--- src/rtl/uba_pkg.sv ---
`default_nettype none

package uba_pkg;

    localparam int NUM_WORDS = 16;
    localparam int WORD_BITS = 64;

    localparam int UNIT_W    = 10;
    localparam int STATUS_W  = 3;
    localparam int UNIT_SPAN = 1 << UNIT_W;

    localparam int WIDX_W    = (NUM_WORDS > 1) ? $clog2(NUM_WORDS) : 1;
    localparam int BIDX_W    = $clog2(WORD_BITS);
    localparam int PAD_BITS  = 1 << BIDX_W;
    localparam int WIDE_W    = $clog2(NUM_WORDS * WORD_BITS) + 1;

    // unit / WORD_BITS by reciprocal, low by at most one, fixed up afterwards
    localparam int DIV_SH    = 16;
    localparam int DIV_RECIP = (1 << DIV_SH) / WORD_BITS;
    localparam int PROD_W    = DIV_SH + UNIT_W;

    localparam logic [1:0] OP_ALLOC   = 2'd0;
    localparam logic [1:0] OP_RESERVE = 2'd1;
    localparam logic [1:0] OP_RELEASE = 2'd2;
    localparam logic [1:0] OP_CHECK   = 2'd3;

    localparam logic [STATUS_W-1:0] ST_OK    = 3'd0;
    localparam logic [STATUS_W-1:0] ST_TAKEN = 3'd1;
    localparam logic [STATUS_W-1:0] ST_FULL  = 3'd2;
    localparam logic [STATUS_W-1:0] ST_LIMIT = 3'd3;
    localparam logic [STATUS_W-1:0] ST_RANGE = 3'd4;

    typedef struct packed {
        logic [1:0]        opcode;
        logic [UNIT_W-1:0] unit;
    } uba_req_t;

    typedef struct packed {
        logic [UNIT_W-1:0]   result_unit;
        logic [STATUS_W-1:0] status;
        logic                is_allocated;
    } uba_res_t;

    typedef enum logic [2:0] {
        S_IDLE,
        S_DIV,
        S_ACCESS,
        S_SCAN,
        S_PICK
    } uba_state_t;

    typedef enum logic [1:0] {
        RD_ZERO,
        RD_SCAN,
        RD_LOC
    } uba_rd_sel_t;

    typedef struct packed {
        logic        load;
        logic        locate;
        logic        access;
        logic        scan_step;
        logic        scan_hit;
        logic        pick;
        logic        full;
        uba_rd_sel_t rd_sel;
    } uba_cmd_t;

    typedef struct packed {
        logic is_alloc;
        logic word_nz;
        logic scan_last;
    } uba_stat_t;

    // lowest set bit of a nonzero word, by repeated halving
    function automatic logic [BIDX_W-1:0] lowest_set(input logic [WORD_BITS-1:0] w);
        logic [PAD_BITS-1:0] v;
        logic [PAD_BITS-1:0] lo_mask;
        logic [BIDX_W-1:0]   idx;
        v   = PAD_BITS'(w);
        idx = '0;
        for (int s = BIDX_W - 1; s >= 0; s--)
        begin
            lo_mask = (PAD_BITS'(1) << (1 << s)) - PAD_BITS'(1);
            if ((v & lo_mask) == '0)
            begin
                idx[s] = 1'b1;
                v      = v >> (1 << s);
            end
        end
        return idx;
    endfunction

endpackage

`default_nettype wire

--- src/rtl/uba_ctrl.sv ---
`default_nettype none

module uba_ctrl
    import uba_pkg::*;
(
    input  wire logic      clk,
    input  wire logic      rst_n,
    input  wire logic      start,
    input  wire uba_stat_t stat,
    output logic           busy,
    output uba_cmd_t       cmd
);

    uba_state_t state_reg;
    uba_state_t state_next;

    always_ff @(posedge clk or negedge rst_n)
    begin
        if (!rst_n)
            state_reg <= S_IDLE;
        else
            state_reg <= state_next;
    end

    always_comb
    begin
        state_next = state_reg;
        case (state_reg)
            S_IDLE:
            begin
                if (start)
                    state_next = stat.is_alloc ? S_SCAN : S_DIV;
            end
            S_DIV:    state_next = S_ACCESS;
            S_ACCESS: state_next = S_IDLE;
            S_SCAN:
            begin
                if (stat.word_nz)
                    state_next = S_PICK;
                else if (stat.scan_last)
                    state_next = S_IDLE;
            end
            S_PICK:   state_next = S_IDLE;
            default:  state_next = S_IDLE;
        endcase
    end

    always_comb
    begin
        cmd  = '0;
        cmd.rd_sel = RD_ZERO;
        busy = 1'b1;
        case (state_reg)
            S_IDLE:
            begin
                busy     = 1'b0;
                cmd.load = start;
            end
            S_DIV:
            begin
                cmd.locate = 1'b1;
                cmd.rd_sel = RD_LOC;
            end
            S_ACCESS: cmd.access = 1'b1;
            S_SCAN:
            begin
                cmd.rd_sel = RD_SCAN;
                if (stat.word_nz)
                    cmd.scan_hit = 1'b1;
                else if (stat.scan_last)
                    cmd.full = 1'b1;
                else
                    cmd.scan_step = 1'b1;
            end
            S_PICK:   cmd.pick = 1'b1;
            default:  busy = 1'b1;
        endcase
    end

endmodule

`default_nettype wire

--- src/rtl/uba_dp.sv ---
`default_nettype none

module uba_dp
    import uba_pkg::*;
(
    input  wire logic              clk,
    input  wire logic              rst_n,
    input  wire uba_cmd_t          cmd,
    input  wire uba_req_t          req,
    input  wire logic              cfg_we,
    input  wire logic [UNIT_W-1:0] cfg_data,
    output uba_stat_t              stat,
    output logic                   done,
    output uba_res_t               result
);

    // free map: 1 = free; a word never written reads as all free
    logic [WORD_BITS-1:0] map_mem [NUM_WORDS];
    logic [NUM_WORDS-1:0] valid_reg;
    logic [WORD_BITS-1:0] rd_word_reg;
    logic                 rd_hit_reg;

    logic [UNIT_W-1:0]    limit_reg;
    logic [1:0]           op_reg;
    logic [UNIT_W-1:0]    unit_reg;
    logic [UNIT_W-1:0]    q0_reg;
    logic [WIDX_W-1:0]    word_idx_reg;
    logic [BIDX_W-1:0]    bit_idx_reg;
    logic                 in_range_reg;
    logic [WIDX_W-1:0]    scan_idx_reg;
    logic [WIDX_W-1:0]    found_word_reg;
    logic [BIDX_W-1:0]    found_bit_reg;
    logic [WORD_BITS-1:0] hold_word_reg;
    logic                 done_reg;
    uba_res_t             result_reg;

    logic [PROD_W-1:0]    q0_prod;
    logic [UNIT_W-1:0]    qd_prod;
    logic [UNIT_W-1:0]    rem0;
    logic [UNIT_W-1:0]    q_fix;
    logic [UNIT_W-1:0]    r_fix;
    logic [WORD_BITS-1:0] cur_word;
    logic [WORD_BITS-1:0] loc_mask;
    logic [WORD_BITS-1:0] pick_mask;
    logic [WIDE_W-1:0]    found_unit;
    logic                 unit_free;
    logic                 pick_ok;
    logic [WIDX_W-1:0]    rd_addr;
    logic                 map_we;
    logic [WIDX_W-1:0]    wr_addr;
    logic [WORD_BITS-1:0] wr_data;
    uba_res_t             res_next;

    assign q0_prod = PROD_W'(req.unit) * PROD_W'(DIV_RECIP);

    always_comb
    begin
        qd_prod = UNIT_W'(q0_reg * UNIT_W'(WORD_BITS));
        rem0    = unit_reg - qd_prod;
        if (rem0 >= UNIT_W'(WORD_BITS))
        begin
            q_fix = q0_reg + UNIT_W'(1);
            r_fix = rem0 - UNIT_W'(WORD_BITS);
        end
        else
        begin
            q_fix = q0_reg;
            r_fix = rem0;
        end
    end

    always_comb
    begin
        case (cmd.rd_sel)
            RD_ZERO: rd_addr = '0;
            RD_SCAN: rd_addr = WIDX_W'(scan_idx_reg + 1'b1);
            RD_LOC:  rd_addr = q_fix[WIDX_W-1:0];
            default: rd_addr = '0;
        endcase
    end

    assign cur_word   = rd_hit_reg ? rd_word_reg : '1;
    assign loc_mask   = WORD_BITS'(1) << bit_idx_reg;
    assign pick_mask  = WORD_BITS'(1) << found_bit_reg;
    assign unit_free  = |(cur_word & loc_mask);
    assign found_unit = WIDE_W'(found_word_reg) * WIDE_W'(WORD_BITS) + WIDE_W'(found_bit_reg);
    assign pick_ok    = (found_unit < WIDE_W'(UNIT_SPAN))
                        && !((limit_reg != '0) && (found_unit > WIDE_W'(limit_reg)));

    assign stat.is_alloc  = cmd.load ? (req.opcode == OP_ALLOC) : (op_reg == OP_ALLOC);
    assign stat.word_nz   = (cur_word != '0);
    assign stat.scan_last = (scan_idx_reg == WIDX_W'(NUM_WORDS - 1));

    always_comb
    begin
        map_we  = 1'b0;
        wr_addr = word_idx_reg;
        wr_data = cur_word;
        if (cmd.access && in_range_reg)
        begin
            if (op_reg == OP_RESERVE && unit_free)
            begin
                map_we  = 1'b1;
                wr_data = cur_word & ~loc_mask;
            end
            else if (op_reg == OP_RELEASE)
            begin
                map_we  = 1'b1;
                wr_data = cur_word | loc_mask;
            end
        end
        else if (cmd.pick && pick_ok)
        begin
            map_we  = 1'b1;
            wr_addr = found_word_reg;
            wr_data = hold_word_reg & ~pick_mask;
        end
    end

    always_comb
    begin
        res_next              = '0;
        res_next.result_unit  = unit_reg;
        res_next.status       = ST_OK;
        res_next.is_allocated = 1'b0;
        if (cmd.access)
        begin
            if (!in_range_reg)
                res_next.status = ST_RANGE;
            else if (op_reg == OP_RESERVE && !unit_free)
                res_next.status = ST_TAKEN;
            else if (op_reg == OP_CHECK)
                res_next.is_allocated = !unit_free;
        end
        else if (cmd.pick)
        begin
            res_next.result_unit = '0;
            if (found_unit >= WIDE_W'(UNIT_SPAN))
                res_next.status = ST_FULL;
            else if (!pick_ok)
                res_next.status = ST_LIMIT;
            else
                res_next.result_unit = found_unit[UNIT_W-1:0];
        end
        else
        begin
            res_next.result_unit = '0;
            res_next.status      = ST_FULL;
        end
    end

    always_ff @(posedge clk)
    begin
        if (map_we)
            map_mem[wr_addr] <= wr_data;
        rd_word_reg <= map_mem[rd_addr];
    end

    always_ff @(posedge clk or negedge rst_n)
    begin
        if (!rst_n)
        begin
            valid_reg  <= '0;
            rd_hit_reg <= 1'b0;
            limit_reg  <= '0;
            done_reg   <= 1'b0;
        end
        else
        begin
            if (map_we)
                valid_reg[wr_addr] <= 1'b1;
            rd_hit_reg <= valid_reg[rd_addr];
            if (cfg_we)
                limit_reg <= cfg_data;
            done_reg <= cmd.access | cmd.pick | cmd.full;
        end
    end

    always_ff @(posedge clk)
    begin
        if (cmd.load)
        begin
            op_reg       <= req.opcode;
            unit_reg     <= req.unit;
            q0_reg       <= q0_prod[DIV_SH +: UNIT_W];
            scan_idx_reg <= '0;
        end
        if (cmd.locate)
        begin
            word_idx_reg <= q_fix[WIDX_W-1:0];
            bit_idx_reg  <= r_fix[BIDX_W-1:0];
            in_range_reg <= (q_fix < UNIT_W'(NUM_WORDS));
        end
        if (cmd.scan_step)
            scan_idx_reg <= WIDX_W'(scan_idx_reg + 1'b1);
        if (cmd.scan_hit)
        begin
            found_word_reg <= scan_idx_reg;
            found_bit_reg  <= lowest_set(cur_word);
            hold_word_reg  <= cur_word;
        end
        if (cmd.access | cmd.pick | cmd.full)
            result_reg <= res_next;
    end

    assign done   = done_reg;
    assign result = result_reg;

endmodule

`default_nettype wire

--- src/rtl/unit_number_bitmap_allocator_top.sv ---
// Reserve, release and check pass through S_DIV and S_ACCESS; the result strobe is registered.
// Allocate scans the map words (1 to 16 of them), one word per cycle through
// the single registered read port, then picks in S_PICK; a full map ends the scan.
// One request at a time: the next is taken in the strobe cycle, and none is taken
// while a request is still in progress; the receiver cannot stall results.
// Reset clears the limit and every per-word valid bit; no clearing pass is needed.
`default_nettype none

module unit_number_bitmap_allocator_top
    import uba_pkg::*;
(
    input  wire logic              clk,
    input  wire logic              rst_n,
    input  wire logic              start,
    output logic                   busy,
    input  wire uba_req_t          request,
    output logic                   done,
    output uba_res_t               result,
    input  wire logic              cfg_valid,
    output logic                   cfg_ready,
    input  wire logic [UNIT_W-1:0] cfg_data
);

    uba_cmd_t  cmd;
    uba_stat_t stat;

    assign cfg_ready = 1'b1;

    uba_ctrl u_ctrl (
        .clk   (clk),
        .rst_n (rst_n),
        .start (start),
        .stat  (stat),
        .busy  (busy),
        .cmd   (cmd)
    );

    uba_dp u_dp (
        .clk      (clk),
        .rst_n    (rst_n),
        .cmd      (cmd),
        .req      (request),
        .cfg_we   (cfg_valid & cfg_ready),
        .cfg_data (cfg_data),
        .stat     (stat),
        .done     (done),
        .result   (result)
    );

endmodule

`default_nettype wire

--- config.mk ---
export PLATFORM = sky130hd
export DESIGN_NAME = unit_number_bitmap_allocator_top
export DESIGN_NICKNAME = d
export VERILOG_FILES = /design/src/rtl/uba_pkg.sv /design/src/rtl/uba_ctrl.sv /design/src/rtl/uba_dp.sv /design/src/rtl/unit_number_bitmap_allocator_top.sv
export SDC_FILE = /design/constraint.sdc
export NUM_CORES = 2
export LEC_CHECK = 0
export BUFFER_PORTS_ARGS = -buffer_cell sky130_fd_sc_hd__buf_2
export CORE_MARGIN = 2
export CORE_UTILIZATION = 55
export DETAILED_ROUTE_END_ITERATION = 8
export MAX_ROUTING_LAYER = met4
export PLACE_DENSITY = 0.77
export SLEW_MARGIN = 20
export SYNTH_ARGS = -nofsm -noshare
export SYNTH_HDL_FRONTEND = slang
export SYNTH_SLANG_ARGS = --single-unit
--- constraint.sdc ---
create_clock -name clk -period 9.6 [get_ports clk]
set_clock_uncertainty 0.05 [all_clocks]
set_input_delay 0.96 -clock clk [delete_from_list [all_inputs] [get_ports clk]]
set_output_delay 0.96 -clock clk [all_outputs]
set_load 0.02 [all_outputs]
# Word-level counts from Yosys, hierarchy flattened
# Memory sizes are Yosys's and may differ from the RTL's. A register that Yosys moved wholly into a read port is not among the register bits.
# Index checks and enable logic that the tools add are counted.
# op_classes
n_addsub	5
n_lt_le_gt_ge	8
eq_ne	12
n_shift	2
mux	66
bitwise	12
n_reduce_logical	24
# ops
cell	count
64-bit zero test	6
64-bit 2-to-1 mux	5
64-bit AND	3
64-bit inverter	2
1-bit by 6-bit << shifter with 64-bit output, first input constant	2
64-bit OR	1
64-bit nonzero test	1
64-bit OR reduction	1
31-bit 2-to-1 mux	2
10-bit 2-to-1 mux	4
15-bit 2-to-1 mux	2
1-bit 2-to-1 mux	29
3-bit 2-to-1 mux	8
4-bit 2-to-1 mux	4
16-bit OR	1
7-bit 2-to-1 mux	2
13-bit 2-to-1 mux	1
10-bit by 6-bit adder with 11-bit output	1
11-bit greater-or-equal comparator, second input constant	1
11-bit by 10-bit greater-than comparator with 1-bit output	1
11-bit < comparator, second input constant	1
10-bit by 7-bit greater-or-equal comparator with 1-bit output, second input constant	1
10-bit by 5-bit < comparator with 1-bit output, second input constant	1
4-bit by 5-bit < comparator with 1-bit output, second input constant	2
30 further kinds	47
# totals
register_bits	150
mem_bits_rw	1024
word_cells	148
memories	1
# mem_list
memory	depth	word_bits	read_ports	rd_ports_with_merged_regs	write_ports	line	source
u_dp.map_mem	16	64	1	1	1	uba_dp.sv:18	logic [WORD_BITS-1:0] map_mem [NUM_WORDS];

# Depth between registers and ports, before layout
# logic_depth
depth_word	19
mapped_depth	14
depth_no_buf	11

# Cells and area by module
# From an unflattened synthesis, not the netlist that was laid out.
# unflattened
hier_cells	4433
area_unflattened_um2	52551.7
# by_module_without_submodules
mod	instances	cells_per_inst	area_each_um2	seq_area_each_um2
uba_dp	1	4408	52349.0	36124.6
uba_ctrl	1	23	191.4	75.1
unit_number_bitmap_allocator_top	1	2	11.3	0.0

# Worst setup path before layout
# Ideal clock, no wire load.
# synth_path
path_type	register to register
start	register u_dp.bit_idx_reg[0]
end	memory u_dp.map_mem[15][0] (enable)
setup_time_ns	0.487
arrival_time_ns	5.098
t_required_ns	9.063
setup_slack_ns	3.966
path_stages_with_launch	12
n_path_buf	3
synth_period_minus_slack_ns	5.634
path_cell_list	edfxtp_1 buf_2 or4b_2 clkbuf_1 o22ai_1 o21ai_1 o311a_1 nand3_1 o21a_1 buf_2 o21ai_2 nor2_1
# synth_via
elab_chain_cells	8
# synth_rtl
item	line	source
from (decl)	uba_dp.sv:28	logic [BIDX_W-1:0] bit_idx_reg;
from (signal assigned)	uba_dp.sv:191	bit_idx_reg <= r_fix[BIDX_W-1:0];
1-bit by 6-bit << shifter with 64-bit output	uba_dp.sv:83	assign loc_mask = WORD_BITS'(1) << bit_idx_reg;
64-bit AND	uba_dp.sv:85	assign unit_free = |(cur_word & loc_mask);
64-bit OR reduction	uba_dp.sv:85	
1-bit logical AND	uba_dp.sv:101	if (op_reg == OP_RESERVE && unit_free)
1-bit 2-to-1 mux	uba_dp.sv:101	
1-bit 2-to-1 mux	uba_dp.sv:99	if (cmd.access && in_range_reg)
1-bit 2-to-1 mux	uba_dp.sv:154	if (map_we)
1-bit 2-to-1 mux (not written as such)	uba_dp.sv:155	map_mem[wr_addr] <= wr_data;
to (decl)	uba_dp.sv:18	
# No other way between the ends.

# Worst setup path after layout
# layout_path
start	register u_dp.bit_idx_reg[1]
end	memory u_dp.map_mem[4][56] (enable)
# The elaborated chain is that of the path after synthesis.

==> flow_metrics.env <==
export IMPL_status="finished, final reports clean"
export IMPL_portBuffers=40
export IMPL_ir_drop_uv=155
export IMPL_max_freq_mhz=179
export IMPL_final_cell_mix="edfxtp_1, o21ai_0, o211ai_1"
export IMPL_worstPathRequired_ns=9.90
export IMPL_layout_commonest_cell="edfxtp_1"
export IMPL_gr_total_overflow=0
export IMPL_synth_edf_count=1137
export IMPL_core_area_mm2=0.0947
export IMPL_hold_class="input port to asynchronous set/reset pin"
export IMPL_synth_cells=3775
export IMPL_holdBufCountCts=0
export IMPL_ys_ff_latch=1232
export IMPL_fin_crit_sh_pct=58.1
export IMPL_synth_cell_type_count=82
export IMPL_path_common_cell="buf_4"
export IMPL_cts_buffers=116
export IMPL_tritoncts="done"
export IMPL_area_growth_syn_to_layout_pct=10.9
export IMPL_slew_headroom_pct=13.0
export IMPL_netlist_area_mm2=0.0525
export IMPL_fin_tns_setup_ns=0
export IMPL_cp_slowest_cell="nor4b_1"
export IMPL_clock_sinks=1232
export IMPL_setup_viol=0
export IMPL_start_util_pct=55.4
export IMPL_cap_violations=0
export IMPL_hold_viol=0
export IMPL_multi_input_area_mm2=0.0151
export IMPL_cts_resized_gates=0
export IMPL_grt_pass1_wl_mm=218
export IMPL_worstMarginPinSlew_ns=1.30
export IMPL_first_pass_iters=6
export IMPL_cts_path_max_buffers=3
export IMPL_place_gp_congestion=1.08
export IMPL_via_per_inst=6.78
export IMPL_wire_per_inst_um=29.4
export IMPL_die_area_mm2=0.0979
export IMPL_synth_flop_cell="edfxtp_1"
export IMPL_syn_avg_cell_area_um2=13.9
export IMPL_fin_nets=3758
export IMPL_max_stage_delay_ns=1.03
export IMPL_clk_latency_ns=0.74
export IMPL_clock_root_buffer="clkbuf_16"
export IMPL_whs_ns=0.260
export IMPL_cts_htree_levels=3
export IMPL_post_cts_buffers=0
export IMPL_grt_usage_pct=31.0
export IMPL_drt_iter0_markers=4909
export IMPL_syn_nets=3815
export IMPL_crit_arrival_ns=5.88
export IMPL_timing_final_crit_period_ns=5.58
export IMPL_drc=0
export IMPL_dpl_hpwl_mm=84.6
export IMPL_drive_gt1_share_pct=10.8
export IMPL_die_x_um=313
export IMPL_maxSlewViolCount=0
export IMPL_yosys_warnings=0
export IMPL_seq_area_frac_synth_pct=69.0
export IMPL_wl_mm=149
export IMPL_seq_area_mm2=0.0362
export IMPL_rsz0062_at_grt="no"
export IMPL_ant_nets=0
export IMPL_critPathMaxFanout=44
export IMPL_start_kind="register"
export IMPL_grt_max_degree=237
export IMPL_row_count=113
export IMPL_grt_pass1_vias=32800
export IMPL_largest_reg_flops=1024
export IMPL_cp_end_kind="register"
export IMPL_die_h_um=313
export IMPL_p_leak_nw=19.0
export IMPL_power_density_mw_per_mm2=250
export IMPL_cts_clk_slew_worst_paths_ns=0.06
export IMPL_dr_total_vias=34500
export IMPL_critPathKind="register to register"
export IMPL_reg2regPathDepth=10
export IMPL_nFillCells=6926
export IMPL_antenna_found_initial=2
export IMPL_crit_chain="buf_4 -> nor4b_1 -> a221oi_1 -> nor3_1 -> a2111o_1 -> o21a_1 -> buf_4 -> o21ai_2 -> nor2_4 -> buf_4"
export IMPL_async_reset_ff_share_pct=2.52
export IMPL_io_pin_count=43
==> through the flow <==
stage	util [%]	worst slack (ns)	area, µm²	std cells	total power, mW
floorplan	-	3.97	52500	3775	8.65
global placement	57.2	4.23	54200	4860	9.80
detailed placement	57.2	4.21	54200	4860	9.86
CTS	61.3	4.19	58100	5080	14.5
global route	61.4	3.94	58200	5087	15.0
finish	61.4	4.02	58200	5087	14.6
==> area by class of cell <==
| type | count | area share (%) |
|---|---|---|
| antenna | 2 | 0.00860 |
| clock buffer | 152 | 5.47 |
| clock inverter | 68 | 1.28 |
| inverter | 54 | 0.357 |
| multi-input combinational | 2158 | 25.9 |
| sequential | 1232 | 62.2 |
| tap | 1265 | 2.72 |
| timing repair buffer | 156 | 2.01 |
==> layer usage <==
metal	track usage (%)	vias to the layer above	wire [µm]
met2	46.2	2049	67900
met5	-	-	0
met4	13.5	0	7180
li1	-	14900	-
met1	41.9	17100	59600
met3	5.84	396	14800
==> cell families after synthesis <==
group	synth area share [%]
and+or+nand+nor	9.51
buffers and inverters	2.89
DFF	69.0
xor gates and xnor gates	0.0334
other	0.0143
AOI/OAI and AO/OA	14.2
muxes	3.99
adders and majority gates	0.334
==> synthesized netlist by cell type (all sizes together), types with 5 or more instances <==
cell type  instances  area (µm²)
nand2b            53         332
nor4bb             5        50.1
clkbuf           276        1040
nand3b           262        1970
inv               53         199
a22o               6        52.6
and3              80         500
nand4             14        87.6
or4                5        37.5
nand4bb            5        56.3
a22oi              6        45.0
nor2              64         240
a21oi            111         559
a211oi           195        1460
o32ai             30         263
o22ai              5        31.3
nand2             73         274
nor4              20         125
a221oi             6        52.6
nor3              79         395
or2                5        31.3
nor2b             44         275
ha                14         175
o21bai            16         120
o211ai           297        2230
nand4b             5        50.0
o221ai             6        52.6
o31ai             18         135
o21a               5        37.5
buf               55         272
nand3             74         370
a31oi             37         231
dfrtp             31         776
o21ai            328        1660
nor4b              5        43.8
dfxtp             64        1280
o311ai            26         228
edfxtp          1137       34100
mux2i            199        1990
==> power by group <==
group,leakage [nW],switching [mW],internal (mW)
clock,1.89,2.01,2.67
sequential,11.1,0.224,6.79
combinational,5.91,2.15,0.704
==> critical path: cells and delay by family (launching register included) <==
| family | cells | cell delay (ns) |
|---|---|---|
| buffers and inverters | 3 | 1.50 |
| AO/OA/AOI/OAI | 4 | 0.96 |
| AND/OR/NAND/NOR | 3 | 2.18 |
| flip-flops | 1 | 0.32 |
==> final timing paths <==
| check | startpoint | endpoint | slack [ns] |
|---|---|---|---|
| setup / recovery | u_dp.bit_idx_reg[1] | u_dp.map_mem[4][56] | 4.02 |
| hold / removal | rst_n | u_ctrl.state_reg[0] | 0.26 |
| setup reg to reg | u_dp.bit_idx_reg[1] | u_dp.map_mem[4][56] | 4.02 |
| hold reg to reg | u_dp.valid_reg[3] | u_dp.valid_reg[3] | 0.42 |
| max in group asynchronous | rst_n | u_dp.rd_hit_reg | 8.70 |
| min in group clk | request[6] | u_dp.unit_reg[6] | 0.35 |
Note: power is estimated with default switching activity, not from simulation.
